`config.mk`:
```
export PLATFORM = sky130hd
export DESIGN_NAME = cche_mul
export DESIGN_NICKNAME = d
export VERILOG_FILES = /design/src/design/carrot_chase_heading_error_defines.svh /design/src/design/cche_pkg.sv /design/src/design/cche_mul.sv
export SDC_FILE = /design/constraint.sdc
export NUM_CORES = 2
export LEC_CHECK = 0
export ABC_AREA = 0
export BUFFER_PORTS_ARGS = -buffer_cell sky130_fd_sc_hd__buf_2
export CAP_MARGIN = 20
export CORE_MARGIN = 2
export CORE_UTILIZATION = 30
export CTS_CLUSTER_SIZE = 10
export DETAILED_ROUTE_END_ITERATION = 16
export PLACE_DENSITY = 0.56
export REMOVE_ABC_BUFFERS = 1
export SLEW_MARGIN = 20
export SYNTH_ARGS = -nofsm -noshare
export SYNTH_HDL_FRONTEND = slang
export SYNTH_SLANG_ARGS = --single-unit
```
`constraint.sdc`:
```
create_clock -name clk -period 13.8 [get_ports clk]
set_clock_uncertainty 0.05 [all_clocks]
set_input_delay 2.76 -clock clk [delete_from_list [all_inputs] [get_ports clk]]
set_output_delay 2.76 -clock clk [all_outputs]
set_load 0.005 [all_outputs]
```
`src/design/carrot_chase_heading_error_defines.svh`:
```
// Assertion macros shared by the carrot-chase heading error block.
// Expects signals clk and rst_n in the scope that uses them.
`ifndef CARROT_CHASE_HEADING_ERROR_DEFINES_SVH
`define CARROT_CHASE_HEADING_ERROR_DEFINES_SVH
`ifndef ASSERT_OFF
`define CCHE_ASSERT_IMP(lbl, ante, cons, msg) \
    lbl: assert property (@(posedge clk) disable iff (!rst_n) (ante) |-> (cons)) else $error(msg);
`define CCHE_ASSERT_NXT(lbl, ante, cons, msg) \
    lbl: assert property (@(posedge clk) disable iff (!rst_n) (ante) |=> (cons)) else $error(msg);
`else
`define CCHE_ASSERT_IMP(lbl, ante, cons, msg)
`define CCHE_ASSERT_NXT(lbl, ante, cons, msg)
`endif
`endif

```
`src/design/cche_pkg.sv`:
```
// Shared types, constants and the arctangent table for the carrot-chase block.
// No dependencies.
package cche_pkg;

    localparam int DW = 36;     // CORDIC x/y datapath width
    localparam int ZW = 22;     // angle width, units of 2^-16 rad
    localparam int MB = 18;     // multiplier B operand width
    localparam int PW = DW + MB;

    typedef logic signed [DW-1:0] cdat_t;
    typedef logic signed [ZW-1:0] angle_t;
    typedef logic signed [MB-1:0] mulb_t;
    typedef logic signed [PW-1:0] prod_t;

    localparam angle_t PI_Q16      = 22'sd205887;
    localparam angle_t TWO_PI_Q16  = 22'sd411774;
    localparam angle_t HALF_PI_Q16 = 22'sd102944;
    localparam angle_t PI_Q13      = 22'sd25736;
    localparam angle_t TWO_PI_Q13  = 22'sd51472;
    localparam mulb_t  INVK_Q16    = 18'sd39797;
    localparam cdat_t  INVK_Q30    = 36'sd652032874;
    localparam logic signed [15:0] HE_LIMIT = 16'sd25736;

    // configuration register indexes
    localparam logic [1:0] CFG_LOOKAHEAD = 2'd0;
    localparam logic [1:0] CFG_ARRIVE    = 2'd1;
    localparam logic [1:0] CFG_COUNT     = 2'd2;

    // input item function codes
    localparam logic FUNC_LOAD = 1'b0;
    localparam logic FUNC_POSE = 1'b1;

    typedef struct packed {
        logic start;
        logic rotate;
    } cordic_cmd_t;

    typedef struct packed {
        logic done;
    } cordic_stat_t;

    function automatic angle_t atan_lut(input logic [4:0] k);
        angle_t a;
        case (k)
            5'd0:    a = 22'sd51472;
            5'd1:    a = 22'sd30386;
            5'd2:    a = 22'sd16055;
            5'd3:    a = 22'sd8150;
            5'd4:    a = 22'sd4091;
            5'd5:    a = 22'sd2047;
            5'd6:    a = 22'sd1024;
            5'd7:    a = 22'sd512;
            5'd8:    a = 22'sd256;
            5'd9:    a = 22'sd128;
            5'd10:   a = 22'sd64;
            5'd11:   a = 22'sd32;
            5'd12:   a = 22'sd16;
            5'd13:   a = 22'sd8;
            5'd14:   a = 22'sd4;
            5'd15:   a = 22'sd2;
            5'd16:   a = 22'sd1;
            default: a = 22'sd0;
        endcase
        return a;
    endfunction

endpackage

```
`src/design/cche_mul.sv`:
```
// Registered signed multiplier shared by the sequencer.
// Depends on cche_pkg.
module cche_mul import cche_pkg::*; (
    input  logic  clk,
    input  cdat_t mul_a,
    input  mulb_t mul_b,
    output prod_t prod
);

    prod_t prod_reg;

    // multiply and register
    always_ff @(posedge clk)
    begin
        prod_reg <= PW'(mul_a) * PW'(mul_b);
    end

    assign prod = prod_reg;

endmodule

```
==> out/results.ini <==
[outcome]
status = completed

[cells_and_area]
fillCellCount = 8249
drive_gt1_frac = 0.0528
area_growth_pct = 6.64
final_cell_mix = 693 x inv_1, 617 x fa_1, 386 x nand2_1
final_nets = 3394
final_cells = 3635
layout_commonest_cell = inv_1
largest_reg_flops = 54

[clocking]
cts_root_buf = clkbuf_16
cts_setup_buffers = 0
cts_sinks = 54
cts_resized = 0
hold_buffers = 0
numCtsBuffers = 5
cts_buffer_depth = 2
path_clk_slew_ns = 0.08
cts_tree = built
h-tree-depth = 2

[global_route]
grt_max_degree = 37
grt_pass1_wl_um = 103000
grt_antenna_before_repair = 0
grtUsageTotal = 0.165
grt_pass1_vias = 18400
grt-ovfl-total = 0

[flow_run]
max_cap_violations = 0

[yosys]
synth_compound_area_frac = 0.0444
netlist_instances = 2601
synth_top_family_by_area = adder cells
synth_simple_gate_area_frac = 0.160
yosysWarningCount = 0
syn_area_um2 = 23400
synth_ff_type = dfxtp_1
async_flop_share = 0
ys_seq_area_frac = 0.0463
postSynthAreaPerCell_um2 = 8.99
ys_seq_elements = 54
synthMuxAreaShare = 0.000482
synthAdderAreaFrac = 0.598
synth-edff-count = 0
yosys.area_share.xor_xnor = 0.0191
post_synth_num_cell_types = 57

[worst_setup_path]
slowest_delay_ns = 0.77
crit_chain = buf_2, nand2_1, fa_1, fa_1, fa_1, inv_1, fa_1, fa_1, inv_1, fa_1, inv_1, ha_1, a21oi_1, nor4b_2, o21ai_1, a221oi_2, a21oi_2, a211oi_1, xnor2_1
setup.worst_path.class = input port to flip-flop
required_ns = 14.03
cp-start-kind = input port
endpoint_kind = flip-flop
cp_common_cell = fa_1
cp_data_arrival_time_ns = 9.38
cp_max_fo = 36
crit_slowest_cell = nor4b_2

[placed_design]
gp_congestion = 0.842
dp_hpwl_um = 50900
port_buffers = 108
dp.cells = 3626

[timing]
setup_viol_count_final = 0
min_period_ns = 9.15
hold_viol = 0
relSlewSlack = 0.347
finalCritPeriodShare = 0.663
rsz0062_at_grt = false
slew_violations = 0
fin_tns_setup_ns = 0
tightest_slew_ns = 0.979
fmax_mhz = 109

[drt]
drt_first_pass_iters = 6
avgViaCountPerCell = 4.58
vias = 16600
drc_errors = 0
wl_per_cell_um = 17.1
wl_um = 62300
ant_nets = 0
dr.first_iter.drc_count = 756

[min_path]
hold_depth = 2
min_from = mul_a[0]
holdPathEnd = prod[0]
hp-class = input port to flip-flop

[die]
rows = 102
dieArea_um2 = 80200
ios = 109
die_x_um = 283
initial_core_util = 0.302
die_y_um = 283
core_area_um2 = 77300

critical path, delay by kind of cell:
family | cells | cell delay (ns)
buffers and inverters | 4 | 0.77
AO/OA/AOI/OAI | 5 | 1.41
adder cells (fa/ha/maj) | 7 | 3.31
AND/OR/NAND/NOR | 2 | 0.94
XOR/XNOR | 1 | 0.14
Yosys cell counts (all sizes together), types with 2 or more instances:
cell type,instances,share of area
inv,693,0.11
nand3,13,0.0028
or3,2,0.00054
xnor2,40,0.015
fa,617,0.53
xor2,11,0.0041
o211ai,4,0.0013
o21ai,27,0.0061
nand4,10,0.0027
nor3,6,0.0013
a211oi,13,0.0046
a311oi,3,0.0011
clkbuf,126,0.020
and3,5,0.0013
nor2b,8,0.0021
a21oi,44,0.0096
a41oi,2,0.00075
a21o,26,0.0084
nor4b,2,0.0017
and2,258,0.069
dfxtp,54,0.046
nand2b,12,0.0032
nor2,61,0.0098
and4,3,0.0011
o21bai,7,0.0022
o21a,5,0.0016
nand2,386,0.062
buf,3,0.00064
or3b,3,0.0012
a31oi,4,0.0011
a221oi,2,0.0010
a211o,5,0.0019
ha,129,0.069
per-stage QoR:
step / setup WS [ns] / utilization / instance area (µm²) / hold WS [ns]
floorplan: 5.43 / - / 22900 / 2.83
global placement: 4.29 / 0.320 / 24800 / 3.09
detailed placement: 4.31 / 0.320 / 24800 / 3.09
CTS: 4.68 / 0.322 / 24900 / 2.90
global route: 4.30 / 0.322 / 24900 / 2.93
finish: 4.65 / 0.322 / 24900 / 2.91
metal layers:
layer,routed length (µm),part of all wire,vias to the layer above,track usage
li1,-,-,7392,-
met1,25200,0.40,8829,0.202
met2,33200,0.53,343,0.306
met3,2020,0.032,78,0.0139
met4,1810,0.029,0,0.0501
met5,0,0,-,0
worst max path at each step:
stage	startpoint	end	slack [ns]	cells after the start
after detailed placement	mul_b[3]	prod[47]	4.31	19
after global placement	mul_b[3]	prod[47]	4.29	19
after CTS	mul_b[3]	prod[47]	4.68	19
after floorplan	mul_b[17]	prod[50]	5.43	19
final	mul_b[4]	prod[51]	4.65	19
after global routing	mul_b[9]	prod[50]	4.30	22
area by class of cell:
class                           count  area, µm²  area share
Multi-Input combinational cell   1725      19200       0.770
Clock buffer                        6        139     0.00557
Timing Repair Buffer              114        586      0.0235
Inverter                          693       2600       0.104
Sequential cell                    54       1080      0.0434
Clock inverter                      2       12.5    0.000502
Tap cell                         1040       1300      0.0522
Antenna cell                        1       2.50    0.000100
cells by family (layout without fill, tap and decap cells):
family,count (synthesis),after routing
compound gates,154,154
fa+ha+maj,746,746
xor+xnor,51,51
simple gates,773,773
mux,1,1
other cells,0,1
buf+inv,822,815
flops,54,54
Power is left out: the tool's default activity adds up to more than one toggle a clock period on the data nets, which glitch-free logic cannot reach.
