==> src/design/carrot_chase_heading_error_defines.svh <==
// Assertion macros shared by the carrot-chase heading error block.
// Expects signals clk and rst_n in the scope that uses them.
`ifndef CARROT_CHASE_HEADING_ERROR_DEFINES_SVH
`define CARROT_CHASE_HEADING_ERROR_DEFINES_SVH
`ifndef ASSERT_OFF
`define CCHE_ASSERT_IMP(lbl, ante, cons, msg) \
    lbl: assert property (@(posedge clk) disable iff (!rst_n) (ante) |-> (cons)) else $error(msg);
`define CCHE_ASSERT_NXT(lbl, ante, cons, msg) \
    lbl: assert property (@(posedge clk) disable iff (!rst_n) (ante) |=> (cons)) else $error(msg);
`else
`define CCHE_ASSERT_IMP(lbl, ante, cons, msg)
`define CCHE_ASSERT_NXT(lbl, ante, cons, msg)
`endif
`endif

==> src/design/cche_ram.sv <==
// Generic single-port-write, single-port-read RAM with registered read data.
// No dependencies.
module cche_ram #(
    parameter int WIDTH = 64,
    parameter int DEPTH = 16
) (
    input  logic                     clk,
    input  logic                     wr_en,
    input  logic [$clog2(DEPTH)-1:0] wr_addr,
    input  logic [WIDTH-1:0]         wr_data,
    input  logic [$clog2(DEPTH)-1:0] rd_addr,
    output logic [WIDTH-1:0]         rd_data
);

    logic [WIDTH-1:0] mem [DEPTH];
    logic [WIDTH-1:0] rd_data_reg;

    // write port and registered read port
    always_ff @(posedge clk)
    begin
        if (wr_en)
        begin
            mem[wr_addr] <= wr_data;
        end
        rd_data_reg <= mem[rd_addr];
    end

    assign rd_data = rd_data_reg;

endmodule

==> config.mk <==
export PLATFORM = sky130hd
export DESIGN_NAME = cche_ram
export DESIGN_NICKNAME = d
export VERILOG_FILES = /design/src/design/carrot_chase_heading_error_defines.svh /design/src/design/cche_ram.sv
export SDC_FILE = /design/constraint.sdc
export NUM_CORES = 1
export LEC_CHECK = 0
export BUFFER_PORTS_ARGS = -buffer_cell sky130_fd_sc_hd__buf_2
export CAP_MARGIN = 20
export CORE_AREA = 2 2 297 270
export CTS_BUF_LIST = sky130_fd_sc_hd__clkbuf_8
export DETAILED_ROUTE_END_ITERATION = 10
export DIE_AREA = 0 0 299 272
export PLACE_DENSITY = 0.78
export SLEW_MARGIN = 40
export SYNTH_ARGS = -nofsm -noshare
export SYNTH_HDL_FRONTEND = slang
export SYNTH_SLANG_ARGS = --single-unit
export TNS_END_PERCENT = 5
==> constraint.sdc <==
create_clock -name clk -period 11.5 [get_ports clk]
set_input_delay 1.725 -clock clk [delete_from_list [all_inputs] [get_ports clk]]
set_output_delay 1.725 -clock clk [all_outputs]
set_load 0.01 [all_outputs]
==> results of run 1 <==
cell families after synthesis:
family | after synthesis | share of synthesized area
and+or+nand+nor | 91 | 0.009420
muxes | 256 | 0.1457
AOI/OAI and AO/OA | 128 | 0.02428
buffers and inverters | 84 | 0.01141
DFF | 1088 | 0.8092
worst register-to-register path, delay by kind of cell, from the launching register on:
kind / cells / cell delay, ps
compound gates: 1 / 210
flops: 1 / 390
mux: 1 / 480
simple gates: 1 / 190
final timing paths:
path,from,end,slack (ps),cells past startpoint
min reg2reg,mem[4][55]$_DFFE_PP_,rd_data[55]$_DFF_P_,670,3
max reg2reg,mem[2][18]$_DFFE_PP_,rd_data[18]$_DFF_P_,10060,3
min,mem[4][55]$_DFFE_PP_,rd_data[55]$_DFF_P_,670,3
max,rd_addr[0],rd_data[35]$_DFF_P_,7620,7
layout by cell type, fill, tap and decap left out:
| cell | n |
|---|---|
| nand3b_1 | 2 |
| dfxtp_1 | 64 |
| clkinv_8 | 1 |
| bufinv_16 | 4 |
| or3b_2 | 1 |
| a22oi_1 | 128 |
| nor3_2 | 4 |
| nor2b_4 | 2 |
| clkbuf_8 | 178 |
| buf_8 | 3 |
| clkinv_2 | 14 |
| buf_16 | 4 |
| buf_6 | 11 |
| mux4_2 | 256 |
| buf_2 | 135 |
| buf_4 | 28 |
| edfxtp_1 | 1024 |
| nor2_4 | 13 |
| nand3_1 | 1 |
| inv_1 | 50 |
| and2_4 | 1 |
| diode_2 | 5 |
| clkinvlp_4 | 10 |
| nand2b_1 | 2 |
| inv_6 | 1 |
| nand2_1 | 65 |
| clkinv_1 | 42 |
synthesized netlist by cell type:
master,n
edfxtp_1,1024
nand3b_1,2
nor2b_1,2
a22oi_1,128
buf_2,13
mux4_2,256
nor3_1,4
nand2b_1,2
buf_1,16
buf_6,13
nor2_1,13
dfxtp_1,64
nand2_1,65
nand3_1,1
buf_4,6
or3b_2,1
clkbuf_1,36
and2_1,1
final cells by class:
type	instances	area (µm²)
tap	1050	1314
clock buffer	177	2436
antenna	5	12.51
multi-input combinational	475	7234
clock inverter	122	635.6
fill	5425	33630
sequential	1088	32030
timing repair buffer	182	1179
through the flow:
stage               setup WS [ps]  power, mW  instance area [µm²]  utilization
CTS                          7335      7.825                44770       0.5705
detailed placement           6479      4.934                41700       0.5313
global placement             6261      4.912                41580       0.5299
floorplan                    4346      4.764                39580            -
global route                 7329      8.021                44830       0.5713
finish                       7619      7.779                44840       0.5714
power by group through the flow:
stage                     Clock (mW)  Sequential (mW)  Combinational, mW
after CTS                       2.97             4.47              0.386
after global routing            3.14             4.47              0.414
after floorplan                    0             4.55              0.211
final                           2.93             4.47              0.385
after global placement             0             4.54              0.369
after detailed placement           0             4.55              0.385
metal layers:
metal  track usage  vias to the layer above  routed length [µm]
met5             0                        -                 103
met4       0.06618                       18                1583
met3       0.05240                      152                8904
met2        0.3328                     1013               41920
met1        0.2974                     9750               32860
li1              -                     7606                   -
==> flow_metrics.py, run 1 <==
metrics = {
    "status": {
        "run_status": "complete, no violations",
    },
    "placement": {
        "dp_hpwl_um": 41990,
        "portBuffers": 137,
        "dp_cells": 2793,
        "gp_congestion": 0.7071,
    },
    "power_and_ir_drop": {
        "power_density_mw_per_mm2": 173.5,
        "p_switching_mw": 1.680,
        "ir_drop_uv": 77.82,
        "p_seq_frac": 0.574,
        "p_int_mw": 6.099,
        "clkPwrFrac": 0.376,
        "switching_share": 0.2160,
        "power_frac_comb": 0.049,
        "p_leak_nw": 14.57,
    },
    "timing": {
        "setup_viol": 0,
        "drv_slew": 0,
        "whs_ps": 671.0,
        "tns_ps": 0,
        "period_share": 0.3374,
        "slew-limit-headroom": 0.4227,
        "finClkSkew_ps": 33.22,
        "post-route-min-period_ps": 3881,
        "max_freq_mhz": 257.7,
        "report.final.hold_viol_count": 0,
        "rsz0062_at_grt": "no",
        "tightest_slew_ps": 865.9,
    },
    "route": {
        "drtIter0Drc": 2337,
        "via_per_inst": 5.982,
        "routedWlPerCell_um": 27.55,
        "drc_errors": 0,
        "antenna_left": 0,
        "wirelength_um": 85370,
        "routed-via-count": 18539,
        "drtPass1Iterations": 7,
    },
    "grt": {
        "antenna_found_initial": 17,
        "grt_pass1_vias": 19024,
        "grt-ovfl-total": 0,
        "track_usage": 0.2119,
        "grt_max_degree": 85,
        "grt_pass1_wl_um": 124900,
    },
    "setup_path": {
        "crit_path_max_fanout": 53,
        "crit_chain": "buf_8 > buf_16 > buf_6 > buf_6 > mux4_2 > a22oi_1 > nand2_1",
        "critPathTopFamily": "buffers and inverters",
        "crit_top_cell": "buf_6",
        "cp_num_buf_inv": 4,
        "end_kind": "flop",
        "startpoint_type": "primary input",
        "critPathSlowestCell": "buf_6",
        "critPathKind": "primary input to flop",
        "required_ps": 12170,
        "arrival_ps": 4550,
        "slowest_delay_ps": 640,
    },
    "synthesis": {
        "ys_seq_elements": 1088,
        "synth_warnings": 0,
        "synth.top_cell.area_share": 0.7769,
        "synth.top_cells.by_area": "edfxtp_1, mux4_2, dfxtp_1",
        "syn-mean-instance-area_um2": 24.03,
        "ys_seq_area_frac": 0.8092,
        "syn_inst": 1647,
        "netlist_area_mm2": 0.03958,
        "ys_types": 18,
        "syn-num-nets": 1721,
        "yosysTopAreaCell": "edfxtp_1",
    },
    "floorplanning": {
        "core_mm2": 0.07848,
        "die_y_um": 272,
        "io_pins": 138,
        "rows": 98,
        "die_area_mm2": 0.08133,
        "start_util": 0.5044,
        "die_w_um": 299,
    },
    "layout": {
        "area_delta_synth_final_pct": 13.29,
        "drive_above_1_share": 0.3258,
        "nets": 1985,
        "largest_reg_flops": 1024,
        "finalNonFillerCells": 3099,
    },
    "clocking": {
        "worstSkewPairLatency_ps": 800,
        "clkSinkCount": 1088,
        "root_buffer": "clkbuf_8",
        "htreeDepth": 4,
        "ctsLongestPathBuffers": 3,
        "cts_inserted_buffers": 164,
        "path_clk_slew_ps": 70,
        "holdBufCountCts": 0,
        "cts_tree": "built",
        "cts_setup_buffers": 0,
        "cts_resized": 0,
    },
    "job": {
        "max_cap_violations": 0,
    },
    "worst_hold_path": {
        "hp-class": "flop to flop",
    },
}
No activity file was read; power rests on OpenSTA's default activity.
==> run 2: changes to the inputs <==
==> constraint.sdc (replaced) <==
create_clock -name clk -period 4 [get_ports clk]
set_input_delay 0.6 -clock clk [delete_from_list [all_inputs] [get_ports clk]]
set_output_delay 0.6 -clock clk [all_outputs]
set_load 0.01 [all_outputs]
==> run 2 against run 1 <==
  * Worst hold slack got worse by 490 ps
  * First-iteration DRC count shrank 12%
  * Register-to-register slack worse by 7400 ps
  * Routed wire length up 0.16%
  * Largest power group unchanged
==> flow_metrics.py, run 2 (same netlist as run 1, synthesis figures left out) <==
metrics = {
    "timing": {
        "drv_slew": 0,
        "post-route-min-period_ps": 2008,
        "max_freq_mhz": 497.9,
        "period_share": 0.5021,
        "setup_viol": 0,
        "finClkSkew_ps": 21.71,
        "report.final.hold_viol_count": 0,
        "rsz0062_at_grt": "no",
        "whs_ps": 178.2,
        "tns_ps": 0,
        "tightest_slew_ps": 842.4,
        "slew-limit-headroom": 0.4384,
    },
    "clocking": {
        "cts_setup_buffers": 0,
        "root_buffer": "clkbuf_8",
        "htreeDepth": 4,
        "worstSkewPairLatency_ps": 800,
        "clkSinkCount": 1088,
        "path_clk_slew_ps": 70,
        "cts_tree": "built",
        "ctsLongestPathBuffers": 3,
        "cts_inserted_buffers": 160,
        "cts_resized": 0,
        "holdBufCountCts": 0,
    },
    "setup_path": {
        "slowest_delay_ps": 440,
        "crit_chain": "buf_2",
        "r2r-end": "rd_data[12]$_DFF_P_",
        "ff2ff_setup_slack_ps": 2620,
        "critPathTopFamily": "flip-flops",
        "cp_num_buf_inv": 1,
        "crit_path_max_fanout": 1,
        "arrival_ps": 1410,
        "timing.rr.start": "mem[11][12]$_DFFE_PP_",
        "critPathSlowestCell": "dfxtp_1",
        "required_ps": 3400,
        "startpoint_type": "flop",
        "end_kind": "output pin",
        "critPathKind": "flop to output pin",
        "r2r_cells": 3,
    },
    "layout": {
        "nets": 1982,
        "fillCellCount": 5417,
        "area_delta_synth_final_pct": 13.64,
        "largest_reg_flops": 1024,
        "final_cell_mix": "edfxtp_1, mux4_2, clkbuf_8, buf_2, a22oi_1",
        "drive_above_1_share": 0.3229,
        "layout_commonest_cell": "edfxtp_1",
        "finalNonFillerCells": 3097,
        "final_util": 0.5732,
    },
    "worst_hold_path": {
        "hp-class": "primary input to flop",
        "min_from": "wr_data[16]",
        "whs_path_depth": 1,
        "whs_endpoint": "mem[13][16]$_DFFE_PP_",
    },
    "power_and_ir_drop": {
        "power_density_mw_per_mm2": 493.1,
        "switching_share": 0.2166,
        "power_frac_comb": 0.051,
        "ir_drop_uv": 226.0,
        "p_int_mw": 17.37,
        "finalPower_mw": 22.18,
        "p_seq_frac": 0.579,
        "clkPwrFrac": 0.370,
        "p_leak_nw": 14.67,
        "p_switching_mw": 4.805,
    },
    "floorplanning": {
        "rows": 98,
        "io_pins": 138,
        "die_area_mm2": 0.08133,
        "die_w_um": 299,
        "die_y_um": 272,
        "start_util": 0.5044,
        "core_mm2": 0.07848,
    },
    "placement": {
        "dp_hpwl_um": 42510,
        "gp_congestion": 0.7184,
        "dp_cells": 2796,
        "portBuffers": 137,
    },
    "grt": {
        "grt_max_degree": 65,
        "grt_pass1_wl_um": 126800,
        "grt_pass1_vias": 19642,
        "grt-ovfl-total": 0,
        "antenna_found_initial": 12,
        "track_usage": 0.2138,
    },
    "route": {
        "antenna_left": 0,
        "drtPass1Iterations": 5,
        "via_per_inst": 5.998,
        "wirelength_um": 85510,
        "routedWlPerCell_um": 27.61,
        "drtIter0Drc": 2046,
        "drc_errors": 0,
        "routed-via-count": 18577,
    },
    "job": {
        "max_cap_violations": 0,
    },
    "status": {
        "run_status": "complete, no violations",
    },
}
-- run 2: cell types whose count changed in the layout (fill, tap and decap cells not counted), sizes merged --
cell,delta
inv,+25
clkinv,-18
clkinvlp,-4
clkbuf,-3
buf,+2
bufinv,-2
diode,-2
-- run 2: final cells by class --
cell class              count  area [µm²]  area share
well taps                1050        1314     0.02921
repair buffers            183        1391     0.03093
diodes                      3       7.507   0.0001669
multi-input cells         475        7247      0.1611
clock buffers             175        2409     0.05355
clock inverters           123       581.8     0.01293
flip-flops and latches   1088       32030      0.7121
-- run 2: stage by stage --
stage | setup slack (ps) | instance area (µm²)
2_1_floorplan | -1728 | 39600
3_3_place_gp | 1292 | 41910
3_5_place_dp | 1317 | 41980
4_1_cts | 1928 | 44970
5_1_grt | 1922 | 44970
6_report | 1992 | 44980
-- run 2: worst max-delay path by stage --
stage	slack [ps]	from	end	cells after the start
after floorplan	-1730	wr_addr[3]	mem[4][0]$_DFFE_PP_	2
after global placement	1290	wr_addr[1]	mem[13][1]$_DFFE_PP_	4
after detailed placement	1320	rd_addr[0]	rd_data[4]$_DFF_P_	5
after CTS	1930	rd_data[39]$_DFF_P_	rd_data[39]	1
after global routing	1920	rd_data[20]$_DFF_P_	rd_data[20]	1
final	1990	rd_data[0]$_DFF_P_	rd_data[0]	1
-- run 2: metal layers --
metal,up-vias,share of wire,track usage
li1,7612,-,-
met2,1086,0.49,0.3374
met3,136,0.11,0.05520
met4,12,0.016,0.06079
met1,9731,0.39,0.2995
met5,-,0.00081,0
-- run 2: power by group through the flow --
stage	clock network [mW]	logic, mW	registers (mW)
after floorplan	0	0.607	13.1
after global placement	0	1.10	13.1
after detailed placement	0	1.14	13.1
after CTS	8.35	1.15	12.8
after global routing	8.85	1.21	12.9
final	8.20	1.14	12.8
==> run 3: changes to the inputs <==
--- a/config.mk
+++ b/config.mk
@@ -11,7 +11,7 @@
 export CTS_BUF_LIST = sky130_fd_sc_hd__clkbuf_8
 export DETAILED_ROUTE_END_ITERATION = 10
 export DIE_AREA = 0 0 299 272
-export PLACE_DENSITY = 0.78
+export PLACE_DENSITY = 0.81
 export SLEW_MARGIN = 40
 export SYNTH_ARGS = -nofsm -noshare
 export SYNTH_HDL_FRONTEND = slang
==> constraint.sdc (replaced) <==
create_clock -name clk -period 1.7 [get_ports clk]
set_input_delay 0.255 -clock clk [delete_from_list [all_inputs] [get_ports clk]]
set_output_delay 0.255 -clock clk [all_outputs]
set_load 0.01 [all_outputs]
==> run 3 against run 2 <==
  * Global-route usage up 0.27 points
  * Worst hold slack lost 76 ps
  * Clock power increased by 140%
  * Worst setup slack lost 1900 ps
  * Critical path depth stayed put
  * Clock skew up 18 ps
  * Core utilization is 3.1 points higher
  * Via count rose by 3.4%
  * Total power grew 140%
  * Non-clock buffer count increased by 179
==> flow_metrics.py, run 3 (same netlist as run 1, synthesis figures left out) <==
metrics = {
    "power_and_ir_drop": {
        "clkPwrFrac": 0.370,
        "p_leak_nw": 15.77,
        "p_switching_mw": 11.43,
        "power_frac_comb": 0.058,
        "p_seq_frac": 0.572,
        "p_int_mw": 41.41,
        "switching_share": 0.2164,
        "ir_drop_uv": 808.4,
        "power_density_mw_per_mm2": 1115,
    },
    "setup_path": {
        "slowest_delay_ps": 420,
        "end_kind": "output pin",
        "critPathTopFamily": "flip-flops",
        "worst-path-stages": 1,
        "required_ps": 1440,
        "critPathKind": "flop to output pin",
        "cp_num_buf_inv": 1,
        "r2r_cells": 3,
        "worstSetupEndpoint": "rd_data[20]",
        "ff2ff_setup_slack_ps": 310,
        "arrival_ps": 1370,
        "crit_start": "rd_data[20]$_DFF_P_",
        "r2r-end": "rd_data[4]$_DFF_P_",
        "timing.rr.start": "mem[11][4]$_DFFE_PP_",
        "crit_path_max_fanout": 1,
        "crit_chain": "buf_2",
        "startpoint_type": "flop",
        "critPathSlowestCell": "dfxtp_1",
    },
    "grt": {
        "grt_pass1_vias": 20041,
        "grt-ovfl-total": 0,
        "track_usage": 0.2165,
        "antenna_found_initial": 5,
        "grt_pass1_wl_um": 128400,
        "grt_max_degree": 46,
    },
    "layout": {
        "nets": 2159,
        "largest_reg_flops": 1024,
        "area_delta_synth_final_pct": 19.73,
        "layout_commonest_cell": "edfxtp_1",
        "final_util": 0.6039,
        "final_cell_mix": "edfxtp_1, mux4_2, clkbuf_8, buf_2, a22oi_1",
        "drive_above_1_share": 0.3544,
        "final_area_mm2": 0.04739,
    },
    "timing": {
        "slew-limit-headroom": 0.7035,
        "tightest_slew_ps": 444.7,
        "report.final.hold_viol_count": 0,
        "drv_slew": 0,
        "tns_ps": 0,
        "post-route-min-period_ps": 1626,
        "max_freq_mhz": 615.0,
        "finClkSkew_ps": 39.48,
        "rsz0062_at_grt": "no",
        "setup_viol": 0,
        "period_share": 0.9565,
    },
    "worst_hold_path": {
        "hp-class": "primary input to flop",
    },
    "placement": {
        "dpl_cell_area_mm2": 0.04371,
        "gp_congestion": 0.7587,
        "dp_hpwl_um": 50860,
        "portBuffers": 137,
    },
    "floorplanning": {
        "die_y_um": 272,
        "die_w_um": 299,
        "rows": 98,
        "io_pins": 138,
        "die_area_mm2": 0.08133,
        "core_mm2": 0.07848,
        "start_util": 0.5044,
    },
    "clocking": {
        "cts_tree": "built",
        "path_clk_slew_ps": 60,
        "ctsLongestPathBuffers": 3,
        "cts_setup_buffers": 0,
        "clkSinkCount": 1088,
        "root_buffer": "clkbuf_8",
        "htreeDepth": 4,
        "worstSkewPairLatency_ps": 800,
        "cts_inserted_buffers": 158,
    },
    "route": {
        "antenna_left": 0,
        "wirelength_um": 87300,
        "drtIter0Drc": 2087,
        "drc_errors": 0,
        "drtPass1Iterations": 7,
        "via_per_inst": 5.875,
        "routedWlPerCell_um": 26.71,
        "routed-via-count": 19204,
    },
    "status": {
        "run_status": "complete, no violations",
    },
    "job": {
        "max_cap_violations": 0,
    },
}
run 3: cell count changes in the layout (fill, tap and decap cells not counted), moves of 3 or more:
cell	previous run	this run
buf_4	18	66
inv_1	71	67
dfxtp_2	0	3
dlygate4sd3_1	0	64
buf_12	26	95
clkinv_1	27	18
dfxtp_1	64	61
clkbuf_8	175	183
run 3: worst min-delay path by stage:
stage                     slack [ps]                    end   startpoint  cells after the start
after floorplan                  350    mem[0][0]$_DFFE_PP_   wr_data[0]                      0
after global placement           610  mem[10][19]$_DFFE_PP_  wr_data[19]                      1
after detailed placement         630  mem[15][41]$_DFFE_PP_  wr_data[41]                      1
after CTS                         30     rd_data[1]$_DFF_P_   rd_addr[0]                      4
after global routing              80     rd_data[1]$_DFF_P_   rd_addr[0]                      4
final                            100     rd_data[1]$_DFF_P_   rd_addr[0]                      4
run 3: routing by layer:
layer  vias up  wire (µm)  GRT usage
li1       7969          -          -
met1     10018      32070     0.2827
met2      1074      44980     0.3640
met3       135       8339    0.05049
met4         8       1851    0.06908
met5         -         54          0
run 3: power groups by stage:
stage	Clock, mW	Combinational [mW]	Sequential [mW]
finish	19.6	3.05	30.2
CTS	19.9	3.07	30.2
floorplan	0	1.44	30.8
detailed placement	0	2.93	30.8
global route	21.1	3.26	30.3
global placement	0	2.83	30.8
run 3: cell type report:
cell class	count	area, µm²
Sequential cell	1088	32030
Fill cell	5095	31080
Multi-Input combinational cell	475	7262
Timing Repair Buffer	362	3744
Clock buffer	183	2519
Tap cell	1050	1314
Clock inverter	110	516.7
Antenna cell	1	2.502
run 3: repair_timing:
action / 4_1_cts / 5_1_grt
gates resized for setup: 2 / 1
hold buffers: 64 / 0
endpoints found under the setup margin: 2 / 1
endpoints found under the hold margin: 1024 / 0
run 3: worst reg2reg max path: cells and delay by family (launching register included):
kind            cells  cell delay [ps]
mux                 1              500
flops               1              370
simple gates        1              150
compound gates      1              240
run 3: metrics by stage:
step	setup slack (ps)	power, mW	hold slack (ps)	instances
after floorplan	-1023	32.22	353.9	1647
after global placement	-127.6	33.58	606.8	2911
after detailed placement	-183.8	33.73	634.2	2911
after CTS	6.516	53.23	32.18	3268
after global routing	16.41	54.57	84.91	3269
final	73.95	52.85	101.9	3269
